--- config.mk ---
export PLATFORM = sky130hd
export DESIGN_NAME = sd_spi_command_transaction_top
export DESIGN_NICKNAME = d
export VERILOG_FILES = /design/src/design/sdspi_pkg.sv /design/src/design/sdspi_front.sv /design/src/design/sdspi_back.sv /design/src/design/sd_spi_command_transaction_top.sv
export SDC_FILE = /design/constraint.sdc
export NUM_CORES = 1
export LEC_CHECK = 0
export ABC_CLOCK_PERIOD_IN_PS = 6800
export BUFFER_PORTS_ARGS = -buffer_cell sky130_fd_sc_hd__buf_2
export CAP_MARGIN = 5
export CORE_ASPECT_RATIO = 0.6
export CORE_UTILIZATION = 50
export DETAILED_ROUTE_END_ITERATION = 10
export GPL_TIMING_DRIVEN = 1
export HOLD_SLACK_MARGIN = 0.05
export PLACE_DENSITY = 0.72
export SYNTH_ARGS = -nofsm -noshare
export SYNTH_HDL_FRONTEND = slang
export SYNTH_SLANG_ARGS = --single-unit
export TNS_END_PERCENT = 20
--- constraint.sdc ---
create_clock -name clock -period 6.8 [get_ports clock]
set_input_delay 1.36 -clock clock [delete_from_list [all_inputs] [get_ports clock]]
set_output_delay 1.36 -clock clock [all_outputs]
set_load 0.02 [all_outputs]
--- src/design/sdspi_pkg.sv ---
package sdspi_pkg;

   typedef enum logic [2:0] {
      PH_IDLE  = 3'd0,
      PH_READY = 3'd1,
      PH_SKIP  = 3'd2,
      PH_RESP  = 3'd3,
      PH_EXTRA = 3'd4,
      PH_SEND  = 3'd5
   } phase_type;

   typedef enum logic [2:0] {
      RK_R1  = 3'd0,
      RK_R1B = 3'd1,
      RK_R2  = 3'd2,
      RK_R3  = 3'd3,
      RK_R7  = 3'd4
   } kind_type;

   localparam logic [1:0] OC_OK    = 2'd0;
   localparam logic [1:0] OC_READY = 2'd1;
   localparam logic [1:0] OC_RESP  = 2'd2;

   localparam logic       CSR_CRC_ENABLE  = 1'b0;
   localparam logic       CSR_RETRY_LIMIT = 1'b1;
   localparam int         CSR_WIDTH       = 24;
   localparam logic [23:0] RETRY_RESET    = 24'd65535;

   localparam int QUEUE_DEPTH = 2;

   typedef struct packed {
      logic        command;
      logic [5:0]  cmd_index;
      logic        app_cmd;
      logic [31:0] argument;
      logic [7:0]  rx_byte;
   } beat_type;

   function automatic kind_type kind_of(input logic [5:0] idx);
      kind_type k;
      unique case (idx)
         6'd8: k = RK_R7;
         6'd12, 6'd28, 6'd29, 6'd38: k = RK_R1B;
         6'd58: k = RK_R3;
         6'd13: k = RK_R2;
         default: k = RK_R1;
      endcase
      return k;
   endfunction

   function automatic logic [6:0] crc7_byte(input logic [6:0] crc_i, input logic [7:0] b);
      logic [6:0] crc;
      logic       fb;
      crc = crc_i;
      for (int k = 7; k >= 0; k--) begin
         fb  = crc[6] ^ b[k];
         crc = {crc[5:0], 1'b0};
         if (fb) crc = crc ^ 7'h09;
      end
      return crc;
   endfunction

endpackage

--- src/design/sdspi_front.sv ---
module sdspi_front (
   input  logic                clock,
   input  logic                reset,
   input  logic                req_valid,
   output logic                req_stall,
   input  sdspi_pkg::beat_type req_beat,
   output logic                q_valid,
   input  logic                q_take,
   output sdspi_pkg::beat_type q_beat
);

   sdspi_pkg::beat_type mem_ff [sdspi_pkg::QUEUE_DEPTH];
   logic [0:0] wr_ff, wr_in, rd_ff, rd_in;
   logic [1:0] cnt_ff, cnt_in;
   logic       push, pop;

   assign req_stall = (cnt_ff == 2'(sdspi_pkg::QUEUE_DEPTH));
   assign push      = req_valid && !req_stall;
   assign q_valid   = (cnt_ff != 2'd0);
   assign pop       = q_valid && q_take;
   assign q_beat    = mem_ff[rd_ff];

   always_comb begin
      wr_in  = push ? wr_ff + 1'b1 : wr_ff;
      rd_in  = pop ? rd_ff + 1'b1 : rd_ff;
      cnt_in = cnt_ff + {1'b0, push} - {1'b0, pop};
   end

   always_ff @(posedge clock) begin
      if (reset) begin
         wr_ff  <= '0;
         rd_ff  <= '0;
         cnt_ff <= '0;
      end else begin
         wr_ff  <= wr_in;
         rd_ff  <= rd_in;
         cnt_ff <= cnt_in;
      end
      if (push) mem_ff[wr_ff] <= req_beat;
   end

endmodule

--- src/design/sdspi_back.sv ---
module sdspi_back (
   input  logic                clock,
   input  logic                reset,
   input  logic                crc_enable,
   input  logic [23:0]         retry_limit,
   input  logic                q_valid,
   output logic                q_take,
   input  sdspi_pkg::beat_type q_beat,
   output logic                rsp_valid,
   input  logic                rsp_stall,
   output logic                rsp_tx_valid,
   output logic [7:0]          rsp_tx_byte,
   output logic                rsp_tx_last,
   output logic                rsp_done_res,
   output logic [1:0]          rsp_outcome,
   output logic [14:0]         rsp_card_status,
   output logic [31:0]         rsp_response_data
);

   sdspi_pkg::phase_type phase_ff, phase_in;
   sdspi_pkg::kind_type  kind_ff, kind_in;
   logic [5:0]  idx_ff, idx_in;
   logic [31:0] arg_ff, arg_in;
   logic        app_ff, app_in;
   logic [23:0] retry_ff, retry_in;
   logic [2:0]  left_ff, left_in;
   logic [7:0]  first_ff, first_in;
   logic [31:0] pay_ff, pay_in;
   logic [2:0]  sent_ff, sent_in;
   logic [6:0]  crc_ff, crc_in;
   logic        o_valid_ff, o_valid_in;
   logic        o_tv_ff, o_tv_in, o_tl_ff, o_tl_in, o_dn_ff, o_dn_in;
   logic [7:0]  o_tb_ff, o_tb_in;
   logic [1:0]  o_oc_ff, o_oc_in;
   logic [14:0] o_st_ff, o_st_in;
   logic [31:0] o_rd_ff, o_rd_in;

   logic        out_free, busy_send, hit;
   logic [5:0]  cur_idx;
   logic [31:0] cur_arg;
   logic [7:0]  fbyte;
   logic [2:0]  need;

   assign out_free  = !o_valid_ff || !rsp_stall;
   assign busy_send = (phase_ff == sdspi_pkg::PH_SEND);
   assign q_take    = out_free && !busy_send;
   assign cur_idx   = app_ff ? 6'd55 : idx_ff;
   assign cur_arg   = app_ff ? 32'd0 : arg_ff;

   always_comb begin
      unique case (sent_ff)
         3'd0: fbyte = {2'b01, cur_idx};
         3'd1: fbyte = cur_arg[31:24];
         3'd2: fbyte = cur_arg[23:16];
         3'd3: fbyte = cur_arg[15:8];
         3'd4: fbyte = cur_arg[7:0];
         default: begin
            if (cur_idx == 6'd0) fbyte = 8'h95;
            else if (cur_idx == 6'd8) fbyte = 8'h87;
            else if (crc_enable) fbyte = {crc_ff, 1'b1};
            else fbyte = 8'h01;
         end
      endcase
   end

   always_comb begin
      phase_in = phase_ff; kind_in = kind_ff; idx_in = idx_ff; arg_in = arg_ff;
      app_in = app_ff; retry_in = retry_ff; left_in = left_ff; first_in = first_ff;
      pay_in = pay_ff; sent_in = sent_ff; crc_in = crc_ff;
      o_valid_in = o_valid_ff && rsp_stall;
      o_tv_in = o_tv_ff; o_tb_in = o_tb_ff; o_tl_in = o_tl_ff; o_dn_in = o_dn_ff;
      o_oc_in = o_oc_ff; o_st_in = o_st_ff; o_rd_in = o_rd_ff;
      hit = 1'b0; need = 3'd0;
      if (busy_send && out_free) begin
         o_valid_in = 1'b1; o_tv_in = 1'b1; o_tb_in = fbyte;
         o_tl_in = (sent_ff == 3'd5); o_dn_in = 1'b0;
         o_oc_in = '0; o_st_in = '0; o_rd_in = '0;
         crc_in  = sdspi_pkg::crc7_byte(crc_ff, fbyte);
         sent_in = sent_ff + 3'd1;
         if (sent_ff == 3'd5)
            phase_in = (cur_idx == 6'd12) ? sdspi_pkg::PH_SKIP : sdspi_pkg::PH_RESP;
      end else if (q_valid && q_take) begin
         if (!q_beat.command) begin
            if (phase_ff == sdspi_pkg::PH_IDLE) begin
               idx_in = q_beat.cmd_index; app_in = q_beat.app_cmd;
               arg_in = q_beat.argument; retry_in = '0;
               phase_in = sdspi_pkg::PH_READY;
            end
         end else begin
            unique case (phase_ff)
               sdspi_pkg::PH_READY: begin
                  hit = (q_beat.rx_byte == 8'hFF);
                  if (hit && retry_ff < retry_limit) begin
                     kind_in = sdspi_pkg::kind_of(cur_idx);
                     retry_in = '0; sent_in = '0; crc_in = '0;
                     phase_in = sdspi_pkg::PH_SEND;
                  end else begin
                     if (!hit) retry_in = retry_ff + 24'd1;
                     if (retry_in >= retry_limit || hit) begin
                        o_valid_in = 1'b1; o_tv_in = 1'b0; o_tb_in = '0; o_tl_in = 1'b0;
                        o_dn_in = 1'b1; o_oc_in = sdspi_pkg::OC_READY;
                        o_st_in = '0; o_rd_in = '0;
                        phase_in = sdspi_pkg::PH_IDLE; app_in = 1'b0;
                     end
                  end
               end
               sdspi_pkg::PH_SKIP: phase_in = sdspi_pkg::PH_RESP;
               sdspi_pkg::PH_RESP: begin
                  hit = !q_beat.rx_byte[7];
                  if (hit && retry_ff < retry_limit) begin
                     first_in = q_beat.rx_byte; pay_in = '0;
                     if (kind_ff == sdspi_pkg::RK_R2) need = 3'd1;
                     else if (kind_ff == sdspi_pkg::RK_R3 || kind_ff == sdspi_pkg::RK_R7)
                        need = 3'd4;
                     left_in = need;
                     phase_in = sdspi_pkg::PH_EXTRA;
                  end else begin
                     if (!hit) retry_in = retry_ff + 24'd1;
                     if (retry_in >= retry_limit || hit) begin
                        o_valid_in = 1'b1; o_tv_in = 1'b0; o_tb_in = '0; o_tl_in = 1'b0;
                        o_dn_in = 1'b1; o_oc_in = sdspi_pkg::OC_RESP;
                        o_st_in = '0; o_rd_in = '0;
                        phase_in = sdspi_pkg::PH_IDLE; app_in = 1'b0;
                     end
                  end
               end
               sdspi_pkg::PH_EXTRA: begin
                  pay_in  = {pay_ff[23:0], q_beat.rx_byte};
                  left_in = left_ff - 3'd1;
               end
               default: ;
            endcase
            if ((phase_ff == sdspi_pkg::PH_RESP && phase_in == sdspi_pkg::PH_EXTRA
                 && need == 3'd0) ||
                (phase_ff == sdspi_pkg::PH_EXTRA && left_in == 3'd0)) begin
               if (app_ff) begin
                  app_in = 1'b0; retry_in = '0; phase_in = sdspi_pkg::PH_READY;
               end else begin
                  o_valid_in = 1'b1; o_tv_in = 1'b0; o_tb_in = '0; o_tl_in = 1'b0;
                  o_dn_in = 1'b1; o_oc_in = sdspi_pkg::OC_OK;
                  o_st_in = {7'd0, first_in} |
                            ((kind_ff == sdspi_pkg::RK_R2) ? {pay_in[7:0], 7'd0} : 15'd0);
                  o_rd_in = pay_in;
                  phase_in = sdspi_pkg::PH_IDLE;
               end
            end
         end
      end
   end

   always_ff @(posedge clock) begin
      if (reset) begin
         phase_ff <= sdspi_pkg::PH_IDLE; kind_ff <= sdspi_pkg::RK_R1;
         idx_ff <= '0; arg_ff <= '0; app_ff <= 1'b0; retry_ff <= '0;
         left_ff <= '0; first_ff <= '0; pay_ff <= '0; sent_ff <= '0;
         crc_ff <= '0; o_valid_ff <= 1'b0;
      end else begin
         phase_ff <= phase_in; kind_ff <= kind_in; idx_ff <= idx_in; arg_ff <= arg_in;
         app_ff <= app_in; retry_ff <= retry_in; left_ff <= left_in;
         first_ff <= first_in; pay_ff <= pay_in; sent_ff <= sent_in;
         crc_ff <= crc_in; o_valid_ff <= o_valid_in;
      end
      o_tv_ff <= o_tv_in; o_tb_ff <= o_tb_in; o_tl_ff <= o_tl_in; o_dn_ff <= o_dn_in;
      o_oc_ff <= o_oc_in; o_st_ff <= o_st_in; o_rd_ff <= o_rd_in;
   end

   assign rsp_valid         = o_valid_ff;
   assign rsp_tx_valid      = o_tv_ff;
   assign rsp_tx_byte       = o_tb_ff;
   assign rsp_tx_last       = o_tl_ff;
   assign rsp_done_res      = o_dn_ff;
   assign rsp_outcome       = o_oc_ff;
   assign rsp_card_status   = o_st_ff;
   assign rsp_response_data = o_rd_ff;

endmodule

--- src/design/sd_spi_command_transaction_top.sv ---
// A received byte that ends a wait passes the queue register; its done beat is then registered.
// A ready byte starts a six-beat frame, one frame beat per cycle while the output is not stalled.
// One input beat per cycle while the queue has room; the sequencer waits while sending or stalled.
// A two-entry queue separates the input side from the sequencer.
// Reset is synchronous and active high: idle, queue empty, crc off, retry limit 65535.
module sd_spi_command_transaction_top (
   input  logic        clock,
   input  logic        reset,
   input  logic        req_valid,
   output logic        req_stall,
   input  logic        req_command,
   input  logic [5:0]  req_cmd_index,
   input  logic        req_app_cmd,
   input  logic [31:0] req_argument,
   input  logic [7:0]  req_rx_byte,
   output logic        rsp_valid,
   input  logic        rsp_stall,
   output logic        rsp_tx_valid,
   output logic [7:0]  rsp_tx_byte,
   output logic        rsp_tx_last,
   output logic        rsp_done_res,
   output logic [1:0]  rsp_outcome,
   output logic [14:0] rsp_card_status,
   output logic [31:0] rsp_response_data,
   input  logic        csr_write,
   input  logic        csr_index,
   input  logic [23:0] csr_data
);

   logic        crc_en_ff;
   logic [23:0] limit_ff;
   logic        q_valid, q_take;
   sdspi_pkg::beat_type in_beat, q_beat;

   always_ff @(posedge clock) begin
      if (reset) begin
         crc_en_ff <= 1'b0;
         limit_ff  <= sdspi_pkg::RETRY_RESET;
      end else if (csr_write) begin
         if (csr_index == sdspi_pkg::CSR_CRC_ENABLE) crc_en_ff <= csr_data[0];
         else limit_ff <= csr_data;
      end
   end

   assign in_beat = '{command: req_command, cmd_index: req_cmd_index,
                      app_cmd: req_app_cmd, argument: req_argument,
                      rx_byte: req_rx_byte};

   sdspi_front u_front (
      .clock(clock), .reset(reset), .req_valid(req_valid), .req_stall(req_stall),
      .req_beat(in_beat), .q_valid(q_valid), .q_take(q_take), .q_beat(q_beat)
   );

   sdspi_back u_back (
      .clock(clock), .reset(reset), .crc_enable(crc_en_ff), .retry_limit(limit_ff),
      .q_valid(q_valid), .q_take(q_take), .q_beat(q_beat),
      .rsp_valid(rsp_valid), .rsp_stall(rsp_stall), .rsp_tx_valid(rsp_tx_valid),
      .rsp_tx_byte(rsp_tx_byte), .rsp_tx_last(rsp_tx_last),
      .rsp_done_res(rsp_done_res), .rsp_outcome(rsp_outcome),
      .rsp_card_status(rsp_card_status), .rsp_response_data(rsp_response_data)
   );

endmodule

==> impl_metrics.py <==
metrics = {
    "drt": {
        "post_drt_wl_per_cell_um": 18.89,
        "dr.pass1.iters": 5,
        "viasPerCell": 5.907,
        "route.detailed.drc": 0,
        "drtIter0Drc": 1048,
        "ant_nets": 0,
        "wirelength_mm": 38.97,
        "vias": 12186,
    },
    "sta": {
        "final.period_utilization_pct": 86.85,
        "setup_violations": 0,
        "fmax_mhz": 169.3,
        "setup_tns_ns": 0,
        "worstMarginPinSlew_ns": 1.205,
        "finalHoldViolations": 0,
        "finalClockSkew_ns": 0.01227,
        "max-slew-margin-rel_pct": 19.20,
        "slew_violations": 0,
        "rsz0062_at_grt": "false",
        "period_minus_slack_ns": 5.906,
    },
    "clock_network": {
        "tritoncts": "yes",
        "htreeDepth": 1,
        "post-cts-setup-buffers": 0,
        "clock_path_buffers": 3,
        "cts_root_buffer": "clkbuf_16",
        "numCtsBuffers": 29,
        "clkTransAtPathRegs_ns": 0.07,
        "clock_latency_ns": 0.58,
        "cts_hold_buf": 0,
        "cts_resized": 0,
        "cts.sinks": 309,
    },
    "synthesis": {
        "synth_area_leaders": "dfxtp_1, edfxtp_1, ha_1, nand2_1, a22o_1",
        "synthArstFlopShare_pct": 0,
        "syn_area_um2": 15090,
        "netlist_top_cells_count": "dfxtp_1, nand2_1, nor2_1",
        "yosys_warnings": 0,
        "avgSynthCellArea_um2": 9.685,
        "synthDominantCellAreaShare_pct": 27.06,
        "syn_inst": 1558,
        "yosysSeqAreaShare_pct": 47.96,
        "synth_top_family_by_area": "compound AO/OA/AOI/OAI gates",
        "yosysMostFrequentCell": "dfxtp_1",
        "synthAdderAreaFrac_pct": 6.633,
        "ys_seq_elements": 309,
        "ys_dominant_reg_cell": "dfxtp_1",
        "synth_xor_xnor_area_share_pct": 3.541,
        "synth_edf_count": 105,
        "synth_nets": 1716,
        "yosysTopAreaCell": "dfxtp_1",
        "synthMuxAreaShare_pct": 3.317,
        "yosysUniqueCellTypes": 66,
        "synthSimpleGateAreaFrac_pct": 15.61,
        "synth_compound_area_share_pct": 19.10,
    },
    "pwr": {
        "p_clk_share_pct": 31.8,
        "p_leak_nw": 6.943,
        "p_switching_w": 0.001773,
        "p_int_w": 0.003569,
        "swShare_pct": 33.19,
        "finalPower_w": 0.005342,
        "power_density_nw_per_um2": 314.5,
        "peakVddDrop_mv": 0.2226,
        "seq_power_share_pct": 44.9,
        "pwr-share-comb_pct": 23.2,
    },
    "global_route": {
        "track_usage_pct": 25.35,
        "grt_pass1_wl_mm": 61.78,
        "grt_antenna_before_repair": 1,
        "grt_max_degree": 78,
        "grt_pass1_vias": 11351,
        "overflow": 0,
    },
    "worst_setup_path": {
        "path_class": "reg -> reg",
        "r2r_slack_ns": 0.89,
        "worstSetupStartpointType": "flop",
        "crit_path_end_kind": "flop",
        "critPathRequiredTime_ns": 7.32,
        "worst_ep_arrival_time_ns": 6.43,
        "cp_max_fo": 47,
    },
    "floorplan": {
        "core_area_um2": 29190,
        "dieArea_um2": 30900,
        "start_util_pct": 51.70,
        "die_y_um": 136.6,
        "num_rows": 48,
        "pin_count": 140,
        "die-width_um": 226.3,
    },
    "placement": {
        "dp_hpwl_mm": 27.60,
        "port_buffers": 139,
        "gp_congestion": 0.9798,
    },
    "status": {
        "status": "finished clean",
    },
    "cells_and_area": {
        "nets": 1797,
        "areaGrowthSynthToFinish_pct": 12.58,
        "layout-drive-gt1-share_pct": 12.94,
    },
    "job": {
        "cap_violations": 0,
    },
    "hold_path": {
        "hold_path.class": "reg -> reg",
    },
}
-- power groups by stage --
stage	Sequential, W	Clock (W)	Combinational [W]
finish	0.00240	0.00170	0.00124
global route	0.00243	0.00179	0.00138
CTS	0.00239	0.00173	0.00123
detailed placement	0.00243	0	0.00122
global placement	0.00242	0	0.00120
floorplan	0.00236	0	0.000927
-- metal layers --
metal  part of all wire, %  wire [um]  GRT usage [%]
met5                     0          0              0
met3                   8.3       3219          5.882
met2                    39      15050          34.34
met1                    52      20130          40.41
met4                   1.4        565          4.467
-- cells in the final DEF (no fill, tap or decap), drive strengths merged, types with 5 or more instances in the layout --
cell type | Yosys | routed
or3 | 6 | 6
o21ai | 68 | 68
clkinv | 0 | 9
ha | 80 | 80
nand2b | 15 | 15
o22ai | 10 | 10
nor2b | 7 | 7
a32oi | 6 | 6
a21oi | 64 | 64
a21o | 19 | 19
nand2 | 189 | 189
o2bb2ai | 14 | 14
nand4 | 19 | 19
o211ai | 6 | 6
clkbuf | 78 | 32
o21a | 10 | 10
nor2 | 148 | 148
mux2i | 50 | 50
a31oi | 7 | 7
a22o | 65 | 65
o221ai | 5 | 5
xor2 | 29 | 29
and3 | 20 | 20
a22oi | 39 | 39
or4 | 6 | 6
nand3 | 34 | 34
buf | 25 | 153
clkinvlp | 0 | 7
a221o | 8 | 8
nor3 | 29 | 29
dfxtp | 204 | 204
edfxtp | 105 | 105
nand3b | 17 | 17
and2 | 7 | 7
xnor2 | 32 | 32
inv | 39 | 41
a211oi | 54 | 54
-- state kept, by name, summed over array words and instances (netlist names), 2 cells and up, named ones only --
name                      cells
u_front.mem_ff               96
u_front.cnt_ff                2
u_back.rsp_response_data     32
u_back.retry_ff              24
u_back.arg_ff                32
u_back.sent_ff                3
u_back.first_ff               8
u_back.phase_ff               3
u_back.pay_ff                32
u_back.kind_ff                3
limit_ff                     24
u_back.rsp_card_status       15
u_back.crc_ff                 7
u_back.left_ff                3
u_back.rsp_tx_byte            8
u_back.rsp_outcome            2
u_back.idx_ff                 6
-- final cells by class --
type	instances	area, um2
multi-input cells	1107	7303
clock inverters	22	256.5
repair buffers	153	803.3
fillers	2548	12200
clock buffers	32	737.0
well taps	400	500.5
diodes	1	2.502
inverters	39	146.4
flip-flops and latches	309	7238
-- per-stage QoR --
stage / cells / util, % / hold slack (ns) / worst slack [ns] / instance area (um2)
after floorplan: 1558 / - / 0.4363 / 2.658 / 15090
after global placement: 2008 / 54.79 / 0.4366 / 1.354 / 15990
after detailed placement: 2008 / 54.79 / 0.4405 / 1.169 / 15990
after CTS: 2062 / 58.19 / 0.4499 / 1.128 / 16990
after global routing: 2062 / 58.19 / 0.4768 / 0.4647 / 16990
final: 2063 / 58.20 / 0.4439 / 0.8944 / 16990
-- path summary, 6_finish.rpt --
| path | start | to | depth (start not counted) |
|---|---|---|---|
| min reg2reg | u_back.rsp_done_res | u_back.rsp_done_res | 2 |
| max | u_back.retry_ff[0] | u_back.rsp_response_data[23] | 17 |
| max reg2reg | u_back.retry_ff[0] | u_back.rsp_response_data[23] | 17 |
| min | u_back.rsp_done_res | u_back.rsp_done_res | 2 |
-- worst max-delay path: stages, from the launching register on --
cell       delay, ns
dfxtp_1         0.54
nand3_1         0.24
nor3_1          0.44
and4_1          0.38
and3_1          0.27
nand2_1         0.18
nor2_1          0.21
xor2_1          0.19
ha_1            0.27
a21o_1          0.16
a21oi_1         0.14
o22ai_1         0.10
a2111oi_0       0.73
o21ai_0         0.49
a222oi_1        0.59
o21a_1          0.22
buf_4           0.43
a22o_1          0.23
-- cells by family after synthesis --
kind of cell,after synthesis
mux,50
buf+inv,142
simple gates,512
flops,309
fa+ha+maj,80
xor+xnor,61
compound gates,404
Note: power is estimated with default switching activity, not from simulation.
